<file path="src/rtl/lir_pkg.sv">
// ----------------------------------------------------------------------------
// lir_pkg
// Shared types and constants of the linear interpolation resampler.
// ----------------------------------------------------------------------------
package lir_pkg;

  localparam int unsigned BLOCK_FRAMES = 1024;
  localparam int unsigned MaxResults   = 8;

  localparam int unsigned SampleW  = 16;
  localparam int unsigned OutW     = 32;
  localparam int unsigned StepW    = 35;
  localparam int unsigned PosW     = 64;
  localparam int unsigned FracW    = 32;
  localparam int unsigned FrameCntW = 32;
  localparam int unsigned CountW   = $clog2(MaxResults);
  localparam int unsigned BlockW   = (BLOCK_FRAMES > 1) ? $clog2(BLOCK_FRAMES) : 1;

  localparam int unsigned CfgIdxW  = 1;
  localparam int unsigned CfgDataW = StepW;

  localparam logic [CfgIdxW-1:0] RegStepRatio  = CfgIdxW'(0);
  localparam logic [CfgIdxW-1:0] RegStereoMode = CfgIdxW'(1);

  localparam logic [StepW-1:0] StepReset = StepW'(64'h1_0000_0000);

  localparam int unsigned FqDepth = 2;
  localparam int unsigned FqPtrW  = (FqDepth > 1) ? $clog2(FqDepth) : 1;
  localparam int unsigned FqCntW  = $clog2(FqDepth + 1);

  localparam int unsigned RqDepth = 2;
  localparam int unsigned RqPtrW  = (RqDepth > 1) ? $clog2(RqDepth) : 1;
  localparam int unsigned RqCntW  = $clog2(RqDepth + 1);

  typedef struct packed {
    logic [SampleW-1:0] left;
    logic [SampleW-1:0] right;
  } frame_t;

  typedef struct packed {
    logic             clear;
    logic [StepW-1:0] step;
  } cfg_t;

  typedef struct packed {
    logic [OutW-1:0] left;
    logic [OutW-1:0] right;
    logic            run_last;
    logic            block_end;
  } result_t;

endpackage

</file>
<file path="src/rtl/lir_front.sv">
// ----------------------------------------------------------------------------
// lir_front
// Configuration registers, input request intake and frame queue.
// ----------------------------------------------------------------------------
module lir_front (
  input  logic                          clk_i,
  input  logic                          rst_ni,
  input  logic                          cfg_we_i,
  input  logic [lir_pkg::CfgIdxW-1:0]   cfg_idx_i,
  input  logic [lir_pkg::CfgDataW-1:0]  cfg_wdata_i,
  input  logic                          push,
  output logic                          full,
  input  logic signed [lir_pkg::SampleW-1:0] left_sample_i,
  input  logic signed [lir_pkg::SampleW-1:0] right_sample_i,
  output lir_pkg::cfg_t                 cfg_o,
  output lir_pkg::frame_t               frame_o,
  output logic                          frame_valid_o,
  input  logic                          frame_pop_i
);

  logic [lir_pkg::StepW-1:0] step_q;
  logic                      stereo_q;
  logic                      clear;

  lir_pkg::frame_t           fq_mem_q [lir_pkg::FqDepth];
  lir_pkg::frame_t           in_frame;
  logic [lir_pkg::FqPtrW-1:0] wr_ptr_q, wr_ptr_d;
  logic [lir_pkg::FqPtrW-1:0] rd_ptr_q, rd_ptr_d;
  logic [lir_pkg::FqCntW-1:0] cnt_q, cnt_d;
  logic                      accept;

  always_comb begin
    case (cfg_idx_i)
      lir_pkg::RegStepRatio:  clear = cfg_we_i;
      lir_pkg::RegStereoMode: clear = cfg_we_i;
      default:                clear = 1'b0;
    endcase
  end

  always_ff @(posedge clk_i or negedge rst_ni) begin
    if (!rst_ni) begin
      step_q   <= lir_pkg::StepReset;
      stereo_q <= 1'b1;
    end else if (cfg_we_i) begin
      case (cfg_idx_i)
        lir_pkg::RegStepRatio:  step_q   <= cfg_wdata_i[lir_pkg::StepW-1:0];
        lir_pkg::RegStereoMode: stereo_q <= cfg_wdata_i[0];
        default: ;
      endcase
    end
  end

  assign cfg_o.clear = clear;
  assign cfg_o.step  = step_q;

  assign full   = (cnt_q == lir_pkg::FqCntW'(lir_pkg::FqDepth));
  assign accept = push & ~full;

  // mono: right channel takes the left sample
  assign in_frame.left  = left_sample_i;
  assign in_frame.right = stereo_q ? right_sample_i : left_sample_i;

  always_ff @(posedge clk_i) begin
    if (accept) begin
      fq_mem_q[wr_ptr_q] <= in_frame;
    end
  end

  always_comb begin
    wr_ptr_d = wr_ptr_q;
    rd_ptr_d = rd_ptr_q;
    cnt_d    = cnt_q;
    if (accept) begin
      wr_ptr_d = (wr_ptr_q == lir_pkg::FqPtrW'(lir_pkg::FqDepth - 1)) ? '0 :
                 wr_ptr_q + 1'b1;
    end
    if (frame_pop_i) begin
      rd_ptr_d = (rd_ptr_q == lir_pkg::FqPtrW'(lir_pkg::FqDepth - 1)) ? '0 :
                 rd_ptr_q + 1'b1;
    end
    case ({accept, frame_pop_i})
      2'b10:   cnt_d = cnt_q + 1'b1;
      2'b01:   cnt_d = cnt_q - 1'b1;
      default: cnt_d = cnt_q;
    endcase
  end

  always_ff @(posedge clk_i or negedge rst_ni) begin
    if (!rst_ni) begin
      wr_ptr_q <= '0;
      rd_ptr_q <= '0;
      cnt_q    <= '0;
    end else if (clear) begin
      wr_ptr_q <= '0;
      rd_ptr_q <= '0;
      cnt_q    <= '0;
    end else begin
      wr_ptr_q <= wr_ptr_d;
      rd_ptr_q <= rd_ptr_d;
      cnt_q    <= cnt_d;
    end
  end

  assign frame_valid_o = (cnt_q != '0);
  assign frame_o       = fq_mem_q[rd_ptr_q];

  a_fq_bound: assert property (@(posedge clk_i) disable iff (!rst_ni)
    cnt_q <= lir_pkg::FqCntW'(lir_pkg::FqDepth))
    else $error("frame queue count beyond depth");

  a_fq_pop_valid: assert property (@(posedge clk_i) disable iff (!rst_ni)
    frame_pop_i |-> cnt_q != '0)
    else $error("frame pop from empty queue");

endmodule

</file>
<file path="src/rtl/lir_back.sv">
// ----------------------------------------------------------------------------
// lir_back
// Position tracking, result queue, one interpolation per cycle unless stalled.
// ----------------------------------------------------------------------------
module lir_back (
  input  logic                        clk_i,
  input  logic                        rst_ni,
  input  lir_pkg::cfg_t               cfg_i,
  input  lir_pkg::frame_t             frame_i,
  input  logic                        frame_valid_i,
  output logic                        frame_pop_o,
  output logic                        empty,
  input  logic                        pop,
  output logic signed [lir_pkg::OutW-1:0] out_left_o,
  output logic signed [lir_pkg::OutW-1:0] out_right_o,
  output logic                        run_last_o,
  output logic                        block_end_o
);

  logic [lir_pkg::PosW-1:0]      pos_q;
  logic [lir_pkg::FrameCntW-1:0] frames_q;
  logic                          prev_valid_q;
  logic [lir_pkg::SampleW-1:0]   prev_l_q, prev_r_q;
  logic [lir_pkg::BlockW-1:0]    fill_q;
  logic [lir_pkg::CountW-1:0]    count_q;

  logic [lir_pkg::FrameCntW-1:0] rel, rel_next;
  logic [lir_pkg::PosW-1:0]      pos_next;
  logic [lir_pkg::FracW-1:0]     frac;
  logic                          ahead, emit_ok, last, block_end;
  logic                          res_push, finish, snap;
  logic signed [lir_pkg::SampleW:0] dl, dr;
  logic signed [49:0]            prod_l, prod_r;
  logic [lir_pkg::SampleW-1:0]   samp_l, samp_r;
  lir_pkg::result_t              res;

  lir_pkg::result_t              rq_mem_q [lir_pkg::RqDepth];
  logic [lir_pkg::RqPtrW-1:0]    rq_wr_q, rq_rd_q;
  logic [lir_pkg::RqCntW-1:0]    rq_cnt_q, rq_cnt_d;
  logic                          rq_full, rq_pop;

  assign rel      = pos_q[lir_pkg::PosW-1:lir_pkg::FracW] - frames_q;
  assign ahead    = ~rel[lir_pkg::FrameCntW-1];
  assign emit_ok  = (rel == '1) && prev_valid_q;
  assign frac     = pos_q[lir_pkg::FracW-1:0];
  assign pos_next = pos_q + lir_pkg::PosW'(cfg_i.step);
  assign rel_next = pos_next[lir_pkg::PosW-1:lir_pkg::FracW] - frames_q;
  assign last     = (count_q == lir_pkg::CountW'(lir_pkg::MaxResults - 1)) ||
                    (rel_next != '1);
  assign block_end = (fill_q == lir_pkg::BlockW'(lir_pkg::BLOCK_FRAMES - 1));

  assign dl = {frame_i.left[lir_pkg::SampleW-1], frame_i.left} -
              {prev_l_q[lir_pkg::SampleW-1], prev_l_q};
  assign dr = {frame_i.right[lir_pkg::SampleW-1], frame_i.right} -
              {prev_r_q[lir_pkg::SampleW-1], prev_r_q};
  assign prod_l = 50'(dl) * 50'($signed({1'b0, frac}));
  assign prod_r = 50'(dr) * 50'($signed({1'b0, frac}));
  assign samp_l = prev_l_q + prod_l[47:32];
  assign samp_r = prev_r_q + prod_r[47:32];

  assign res.left      = {samp_l, 16'h0000};
  assign res.right     = {samp_r, 16'h0000};
  assign res.run_last  = last;
  assign res.block_end = block_end;

  assign rq_full  = (rq_cnt_q == lir_pkg::RqCntW'(lir_pkg::RqDepth));
  assign res_push = frame_valid_i & emit_ok & ~rq_full;
  assign snap     = frame_valid_i & ~emit_ok & ~ahead;
  assign finish   = (res_push & last) | (frame_valid_i & ~emit_ok);
  assign frame_pop_o = finish & ~cfg_i.clear;

  always_ff @(posedge clk_i or negedge rst_ni) begin
    if (!rst_ni) begin
      pos_q        <= '0;
      frames_q     <= '0;
      prev_valid_q <= 1'b0;
      prev_l_q     <= '0;
      prev_r_q     <= '0;
      fill_q       <= '0;
      count_q      <= '0;
    end else if (cfg_i.clear) begin
      pos_q        <= '0;
      frames_q     <= '0;
      prev_valid_q <= 1'b0;
      prev_l_q     <= '0;
      prev_r_q     <= '0;
      fill_q       <= '0;
      count_q      <= '0;
    end else begin
      if (res_push) begin
        pos_q   <= pos_next;
        fill_q  <= block_end ? '0 : fill_q + 1'b1;
        count_q <= last ? '0 : count_q + 1'b1;
      end else if (snap) begin
        pos_q <= {frames_q, {lir_pkg::FracW{1'b0}}};
      end
      if (finish) begin
        prev_l_q     <= frame_i.left;
        prev_r_q     <= frame_i.right;
        prev_valid_q <= 1'b1;
        frames_q     <= frames_q + 1'b1;
      end
    end
  end

  assign rq_pop = pop & ~empty;

  always_ff @(posedge clk_i) begin
    if (res_push) begin
      rq_mem_q[rq_wr_q] <= res;
    end
  end

  always_comb begin
    case ({res_push, rq_pop})
      2'b10:   rq_cnt_d = rq_cnt_q + 1'b1;
      2'b01:   rq_cnt_d = rq_cnt_q - 1'b1;
      default: rq_cnt_d = rq_cnt_q;
    endcase
  end

  always_ff @(posedge clk_i or negedge rst_ni) begin
    if (!rst_ni) begin
      rq_wr_q  <= '0;
      rq_rd_q  <= '0;
      rq_cnt_q <= '0;
    end else begin
      if (res_push) begin
        rq_wr_q <= (rq_wr_q == lir_pkg::RqPtrW'(lir_pkg::RqDepth - 1)) ? '0 :
                   rq_wr_q + 1'b1;
      end
      if (rq_pop) begin
        rq_rd_q <= (rq_rd_q == lir_pkg::RqPtrW'(lir_pkg::RqDepth - 1)) ? '0 :
                   rq_rd_q + 1'b1;
      end
      rq_cnt_q <= rq_cnt_d;
    end
  end

  assign empty       = (rq_cnt_q == '0);
  assign out_left_o  = rq_mem_q[rq_rd_q].left;
  assign out_right_o = rq_mem_q[rq_rd_q].right;
  assign run_last_o  = rq_mem_q[rq_rd_q].run_last;
  assign block_end_o = rq_mem_q[rq_rd_q].block_end;

  a_clear_state: assert property (@(posedge clk_i) disable iff (!rst_ni)
    cfg_i.clear |=> pos_q == '0 && frames_q == '0 && !prev_valid_q)
    else $error("state not cleared by config write");

  a_emit_needs_prev: assert property (@(posedge clk_i) disable iff (!rst_ni)
    res_push |-> prev_valid_q && frame_valid_i && !rq_full)
    else $error("result without stored frame or queue space");

  a_run_continues: assert property (@(posedge clk_i) disable iff (!rst_ni)
    res_push && !last && !cfg_i.clear |=> count_q != '0 && frame_valid_i)
    else $error("run ended without last flag");

  a_rq_bound: assert property (@(posedge clk_i) disable iff (!rst_ni)
    rq_cnt_q <= lir_pkg::RqCntW'(lir_pkg::RqDepth))
    else $error("result queue count beyond depth");

endmodule

</file>
<file path="src/rtl/linear_interp_resampler.sv">
// ----------------------------------------------------------------------------
// linear_interp_resampler
// Linear interpolation rate converter, 16-bit frames in, 32-bit samples out.
// ----------------------------------------------------------------------------
//  channel   direction  handshake          payload
//  frames    in         push / full        left_sample_i, right_sample_i
//  results   out        pop / empty        out_left_o, out_right_o,
//                                          run_last_o, block_end_o
//  config    in         cfg_we_i           cfg_idx_i, cfg_wdata_i
//
//  A frame yields between 1 and 8 results, or none at all; the interpolation
//  step sets how many.
//  A pushed frame is held in the frame queue, its results in the result queue.
//  Reset and any config write clear the frame queue and back-end state with
//  no clearing pass; only reset clears the result queue. full rises when the
//  two-entry frame queue fills; a full result queue stalls the back end only.
// ----------------------------------------------------------------------------
module linear_interp_resampler (
  input  logic                               clk_i,
  input  logic                               rst_ni,
  input  logic                               cfg_we_i,
  input  logic [lir_pkg::CfgIdxW-1:0]        cfg_idx_i,
  input  logic [lir_pkg::CfgDataW-1:0]       cfg_wdata_i,
  input  logic                               push,
  output logic                               full,
  input  logic signed [lir_pkg::SampleW-1:0] left_sample_i,
  input  logic signed [lir_pkg::SampleW-1:0] right_sample_i,
  output logic                               empty,
  input  logic                               pop,
  output logic signed [lir_pkg::OutW-1:0]    out_left_o,
  output logic signed [lir_pkg::OutW-1:0]    out_right_o,
  output logic                               run_last_o,
  output logic                               block_end_o
);

  lir_pkg::cfg_t   cfg;
  lir_pkg::frame_t frame;
  logic            frame_valid;
  logic            frame_pop;

  lir_front u_front (
    .clk_i          (clk_i),
    .rst_ni         (rst_ni),
    .cfg_we_i       (cfg_we_i),
    .cfg_idx_i      (cfg_idx_i),
    .cfg_wdata_i    (cfg_wdata_i),
    .push           (push),
    .full           (full),
    .left_sample_i  (left_sample_i),
    .right_sample_i (right_sample_i),
    .cfg_o          (cfg),
    .frame_o        (frame),
    .frame_valid_o  (frame_valid),
    .frame_pop_i    (frame_pop)
  );

  lir_back u_back (
    .clk_i         (clk_i),
    .rst_ni        (rst_ni),
    .cfg_i         (cfg),
    .frame_i       (frame),
    .frame_valid_i (frame_valid),
    .frame_pop_o   (frame_pop),
    .empty         (empty),
    .pop           (pop),
    .out_left_o    (out_left_o),
    .out_right_o   (out_right_o),
    .run_last_o    (run_last_o),
    .block_end_o   (block_end_o)
  );

endmodule

</file>
<file path="config.mk">
export PLATFORM = sky130hd
export DESIGN_NAME = linear_interp_resampler
export DESIGN_NICKNAME = d
export VERILOG_FILES = /design/src/rtl/lir_pkg.sv /design/src/rtl/lir_front.sv /design/src/rtl/lir_back.sv /design/src/rtl/linear_interp_resampler.sv
export SDC_FILE = /design/constraint.sdc
export NUM_CORES = 2
export LEC_CHECK = 0
export ABC_CLOCK_PERIOD_IN_PS = 15290
export BUFFER_PORTS_ARGS = -buffer_cell sky130_fd_sc_hd__buf_2
export CORE_MARGIN = 10
export CORE_UTILIZATION = 52
export DETAILED_ROUTE_END_ITERATION = 7
export GPL_TIMING_DRIVEN = 0
export PLACE_DENSITY = 0.77
export SYNTH_ARGS = -nofsm -noshare
export SYNTH_HDL_FRONTEND = slang
export SYNTH_SLANG_ARGS = --single-unit
</file>
<file path="constraint.sdc">
create_clock -name clk_i -period 15.29 [get_ports clk_i]
set_input_delay 1.529 -clock clk_i [delete_from_list [all_inputs] [get_ports clk_i]]
set_output_delay 1.529 -clock clk_i [all_outputs]
set_load 0.005 [all_outputs]
</file>
* Word-level counts from Yosys, hierarchy flattened
Memories as Yosys holds them, arrays and structs flattened. Cells that the tools add are included.
Word-level totals: flip-flop bits (word level) 186, memory bits (writable) 132, bits of input ports 73, output and inout bits 68, logic and storage cells 108, memories kept 2
Operators by class: add/sub/neg operators 18, multiply operators 2, equal/unequal tests 10, muxes and demuxes 33, bitwise gates (word level) 15, reductions and logical operators 13
Memories:
- u_back.rq_mem_q | depth 2, width 34, rd ports 1, clocked after Yosys merged registers in 0, write ports 1, RTL line lir_back.sv:37 | lir_pkg::result_t rq_mem_q [lir_pkg::RqDepth];
- u_front.fq_mem_q | depth 2, width 32, rd ports 1, clocked after Yosys merged registers in 0, write ports 1, RTL line lir_front.sv:25 | lir_pkg::frame_t fq_mem_q [lir_pkg::FqDepth];
Operators by type and width (count):
- 64-bit two-way mux | 3
- 17-bit by 33-bit multiplier with 48-bit output | 2
- 16-bit two-way mux | 5
- 64-bit by 35-bit adder with 64-bit output | 1
- 32-bit two-way mux | 2
- 32-bit subtractor | 2
- 16-bit by 16-bit subtractor with 17-bit output | 2
- 16-bit adder | 2
- 32-bit by 1-bit adder with 32-bit output, second input constant | 1
- 32-bit == test, second input constant | 1
- 32-bit inequality test, second input constant | 1
- 10-bit two-way mux | 3
- 1-bit two-way mux | 14
- 2-bit nonzero test | 6
- 10-bit by 1-bit adder with 10-bit output, second input constant | 1
- 10-bit == test, second input constant | 1
- 3-bit two-way mux | 3
- 1-bit bitwise AND | 8
- 2-bit == test, second input constant | 4
- 2-bit one-hot mux with 2 select lines | 2
- 1-bit NOT | 6
- 3-bit nonzero test | 2
- 1-bit adder, second input constant | 4
- 2-bit by 1-bit adder with 2-bit output, second input constant | 2
- other kinds (10) | 13

* Depth between registers and ports, before layout
word-level depth 11, gate-level depth with buffers 54

* By module
A second synthesis with hierarchy kept.
Second synthesis, totals: cells, all modules 6437, area, all modules 57086.0 um^2
By module, submodules not included:
- lir_back | instances 1, cells an instance 6215, area each 52840.7 um^2
- lir_front | instances 1, cells an instance 222, area each 4245.3 um^2

* Worst setup path before layout
OpenSTA, ideal clock, no wires.
kind reg2reg, start point register u_front.rd_ptr_q, end point memory u_back.rq_mem_q[0][17] in the netlist's numbering (data pin), arrival 10783 ps, required time 15026 ps, setup slack 4243 ps, stages on the path, launching flop included 53, path buffers 3, clock period less this slack 11047 ps, cells stage by stage dfrtp_1 clkbuf_1 buf_1 mux2i_1 inv_1 ha_1 nor2b_1 o21ai_0 a21boi_0 o21ai_0 a21boi_0 o21ai_0 a21o_1 a31oi_1 a21o_1 a21oi_1 xnor2_1 clkbuf_1 [17 not listed] o221ai_1 o21bai_1 a21oi_1 nor2b_1 nor2_1 xnor2_1 ha_1 inv_1 o21ai_0 a21oi_1 o221ai_1 a41o_1 o41ai_1 o21bai_1 a21oi_1 xnor2_1 xnor2_1 xnor2_1
Between the ends: longest elaborated chain between the ends 4
RTL lines:
- from (decl) | RTL line lir_front.sv:28 | logic [lir_pkg::FqPtrW-1:0] rd_ptr_q, rd_ptr_d;
- from (signal assigned) | RTL line lir_front.sv:99 | rd_ptr_q <= rd_ptr_d;
- memory 2 x 32 bit
- 16-bit by 16-bit subtractor with 17-bit output | RTL line lir_back.sv:54 | assign dr = {frame_i.right[lir_pkg::SampleW-1], frame_i.right} -
- 17-bit by 33-bit multiplier with 48-bit output | RTL line lir_back.sv:57 | assign prod_r = 50'(dr) * 50'($signed({1'b0, frac}));
- 16-bit adder | RTL line lir_back.sv:59 | assign samp_r = prev_r_q + prod_r[47:32];
- net u_back.samp_r, one bit | RTL line lir_back.sv:34 | logic [lir_pkg::SampleW-1:0] samp_l, samp_r;
- to (decl) | RTL line lir_back.sv:37
The timed path passes the listed nets, and every way through them passes these cells.

* Worst setup path after layout
start point register u_front.rd_ptr_q, end point memory u_back.rq_mem_q[1][33] in the netlist's numbering (data pin)
Between the ends: longest elaborated chain between the ends 4
RTL lines:
- memory 2 x 32 bit
- 16-bit by 16-bit subtractor with 17-bit output | RTL line lir_back.sv:52 | assign dl = {frame_i.left[lir_pkg::SampleW-1], frame_i.left} -
- 17-bit by 33-bit multiplier with 48-bit output | RTL line lir_back.sv:56 | assign prod_l = 50'(dl) * 50'($signed({1'b0, frac}));
- 16-bit adder | RTL line lir_back.sv:58 | assign samp_l = prev_l_q + prod_l[47:32];
- net u_back.samp_l, one bit | RTL line lir_back.sv:34
The timed path passes the listed nets, and every way through them passes these cells.

==> qor.yml <==
synth_edf_count: 132
slew_headroom_pct: -0.256
drtIter0Drc: 5515
syn_to_final_growth_pct: 6.89
fp.dieH_um: 353
fin_skew_ns: 0.0461
crit_fanout: 10
reg2regPathDepth: 49
finalHoldViolCount: 0
synth_cell_types: 94
cp_slowest_stage_delay_ns: 0.92
r2r_start: "u_front.rd_ptr_q$_DFFE_PN0P_"
drv_cap: 1
critPathLaunchType: "flop"
avgRoutedWirePerCell_um: 24.1
endpoint: "u_back.rq_mem_q[1][33]$_DFFE_PP_"
die_area_um2: 125000
timing.fmax_ghz: 0.0683
grt_max_degree: 111
violations: "capacitance limit, slew limit"
die-width_um: 353
overflow: 0
numPortBuffers: 107
routed_via_density: 5.95
synth-seq-cells: 318
status: "finished, violations left"
ioPinCount: 141
grt_pass1_wl_um: 301000
cts.clk_slew.worst_paths_ns: 0.06
grt_pass1_vias: 49500
final_antenna_net_count: 0
yosys_warnings: 0
min_path_type: "reg -> reg"
hpwl_um: 165000
gp_congestion: 1.01
yosysSeqAreaShare_pct: 14.9
core_um2: 111000
fin_setup_tns_ns: 0
utilization_pct: 55.9
final.min_clock_period_ns: 14.65
postSynthCellCount: 6570
rsz0062_at_grt: "false"
async_reset_ff_share_pct: 58.5
numCtsBuffers: 39
drive_gt1_share_pct: 6.04
drtPass1Iterations: 8
endpoint_kind: "flop"
wl_um: 199000
cts_root_buffer: "clkbuf_16"
pre_cts_slack_ns: 0.632
fin_cells: 8278
grt_use_total_pct: 31.4
arrival_ns: 15.00
dp.cells: 8199
tightest_slew_ns: 1.50
ir_drop_mv: 0.122
route.detailed.drc: 0
synth_ff_type: "dfrtp_1"
r2r-end: "u_back.rq_mem_q[1][33]$_DFFE_PP_"
cts_buffer_depth: 3
crit_type: "reg -> reg"
crit_slowest_cell: "a311oi_1"
powerDensity_nw_per_um2: 75.0
layout.nets: 8182
critPathRequiredTime_ns: 15.65
clk_latency_ns: 0.61
fin_crit_sh_pct: 95.8
setup_slack_ns: 0.643
slew_viol_final: 1
rows: 122
r2r_setup_slack_ns: 0.64
avgSynthCellArea_um2: 8.80
startpoint: "u_front.rd_ptr_q$_DFFE_PN0P_"
power.leakage_uw: 0.0301
syn_area_um2: 57800
path_common_cell: "fa_1"
antenna_found_initial: 6
start_util_pct: 52.3
setup_viol: 0
vias: 49300
tritoncts: "yes"
numClockSinks: 318
hold_depth: 1
h-tree-depth: 2
[state kept, by name, indices dropped and copies added (netlist names), 3 cells and up]
signal,cells
u_back.pos_q,64
u_back.rq_mem_q,68
u_front.fq_mem_q,64
u_front.step_q,35
u_back.frames_q,32
u_back.prev_r_q,16
u_back.fill_q,10
u_back.count_q,3
u_back.prev_l_q,16
[critical path: cells and delay by family (launching register included)]
kind / cells / cell delay (ns)
AND/OR/NAND/NOR: 5 / 0.79
buffers and inverters: 8 / 1.76
multiplexers: 1 / 0.50
flip-flops: 1 / 0.32
XOR/XNOR: 4 / 0.77
adder cells (fa/ha/maj): 9 / 3.82
AO/OA/AOI/OAI: 22 / 6.42
[power by group]
group	switching (uW)	internal, uW	total [uW]
Sequential	49.7	979	1030
Clock	423	589	1010
Combinational	1880	714	2590
[per-stage QoR]
stage	hold slack, ns	area (um^2)	power, uW
floorplan	0.475	57900	2500
global placement	0.503	60300	3440
detailed placement	0.508	60400	3490
CTS	0.517	61700	4510
global route	0.543	61700	4800
finish	0.520	61800	4630
[routing by layer]
| metal | global-route usage, % | vias to the layer above | wire length [um] |
|---|---|---|---|
| met5 | 0 | - | 115 |
| met4 | 14.6 | 8 | 11500 |
| met3 | 8.32 | 545 | 22900 |
| met2 | 47.3 | 2861 | 85500 |
| met1 | 42.0 | 24500 | 79100 |
| li1 | - | 21300 | - |
[worst min-delay path by stage]
| stage | startpoint | slack (ns) | end |
|---|---|---|---|
| floorplan | u_back.prev_valid_q$_DFFE_PN0P_ | 0.47 | u_back.prev_valid_q$_DFFE_PN0P_ |
| global placement | u_front.step_q[26]$_DFFE_PN0P_ | 0.50 | u_front.step_q[26]$_DFFE_PN0P_ |
| detailed placement | u_front.step_q[34]$_DFFE_PN0P_ | 0.51 | u_front.step_q[34]$_DFFE_PN0P_ |
| CTS | u_front.step_q[33]$_DFFE_PN0P_ | 0.52 | u_front.step_q[33]$_DFFE_PN0P_ |
| global route | u_front.step_q[23]$_DFFE_PN0P_ | 0.54 | u_front.step_q[23]$_DFFE_PN0P_ |
| finish | u_front.step_q[33]$_DFFE_PN0P_ | 0.52 | u_front.step_q[33]$_DFFE_PN0P_ |
[synth_stat cells (all sizes together) (44+ instances only)]
library cell	instances	share of area (%)
and2	237	2.6
a211oi	58	0.76
buf	63	0.66
a21o	88	1.1
fa	903	31
nand3b	44	0.57
nand2	888	5.8
inv	1218	7.9
nor2	336	2.2
edfxtp	132	6.9
ha	454	9.8
clkbuf	333	2.2
nand3	109	0.95
nor3	76	0.68
xor2	57	0.86
o21ai	168	1.5
nor2b	99	1.1
dfrtp	184	8.0
nand4	63	0.68
a21oi	200	1.7
xnor2	106	1.6
mux2	147	2.9
nand4b	47	0.71
[logic make-up after synthesis]
family / after synthesis / synth area share [%]
AND/OR/NAND/NOR: 2100 / 17.6
buffers and inverters: 1614 / 10.7
adder cells (fa/ha/maj): 1357 / 41.1
AO/OA/AOI/OAI: 834 / 9.63
flip-flops: 318 / 14.9
multiplexers: 183 / 3.49
XOR/XNOR: 163 / 2.47
other: 1 / 0.00649
[cells in the final DEF, fill, tap and decap left out, types with 88 or more instances in the layout]
cell type,count
buf_2,124
nor2_1,331
ha_1,454
nand3_1,108
nor2b_1,99
a21o_1,88
mux2_2,141
xnor2_1,105
o21ai_0,137
clkbuf_1,345
dfrtp_1,184
inv_1,1218
a21oi_1,200
and2_1,235
edfxtp_1,132
nand2_1,888
fa_1,903
[cell type report]
type / instances / area, um^2
fillers: 9978 / 48700
multi-input cells: 4669 / 43100
flip-flops and latches: 318 / 8620
inverters: 1218 / 4570
well taps: 1488 / 1860
plain buffers: 396 / 1630
clock buffers: 56 / 1100
repair buffers: 110 / 613
clock inverters: 16 / 233
diodes: 7 / 17.5
[what timing repair did]
item | 4_1_cts | 5_1_grt
hold buffers | 0 | 0
setup endpoints to repair | 0 | 8
buffers inserted | 0 | 0
resized for setup | 0 | 3
(Power assumes the default switching activity.)
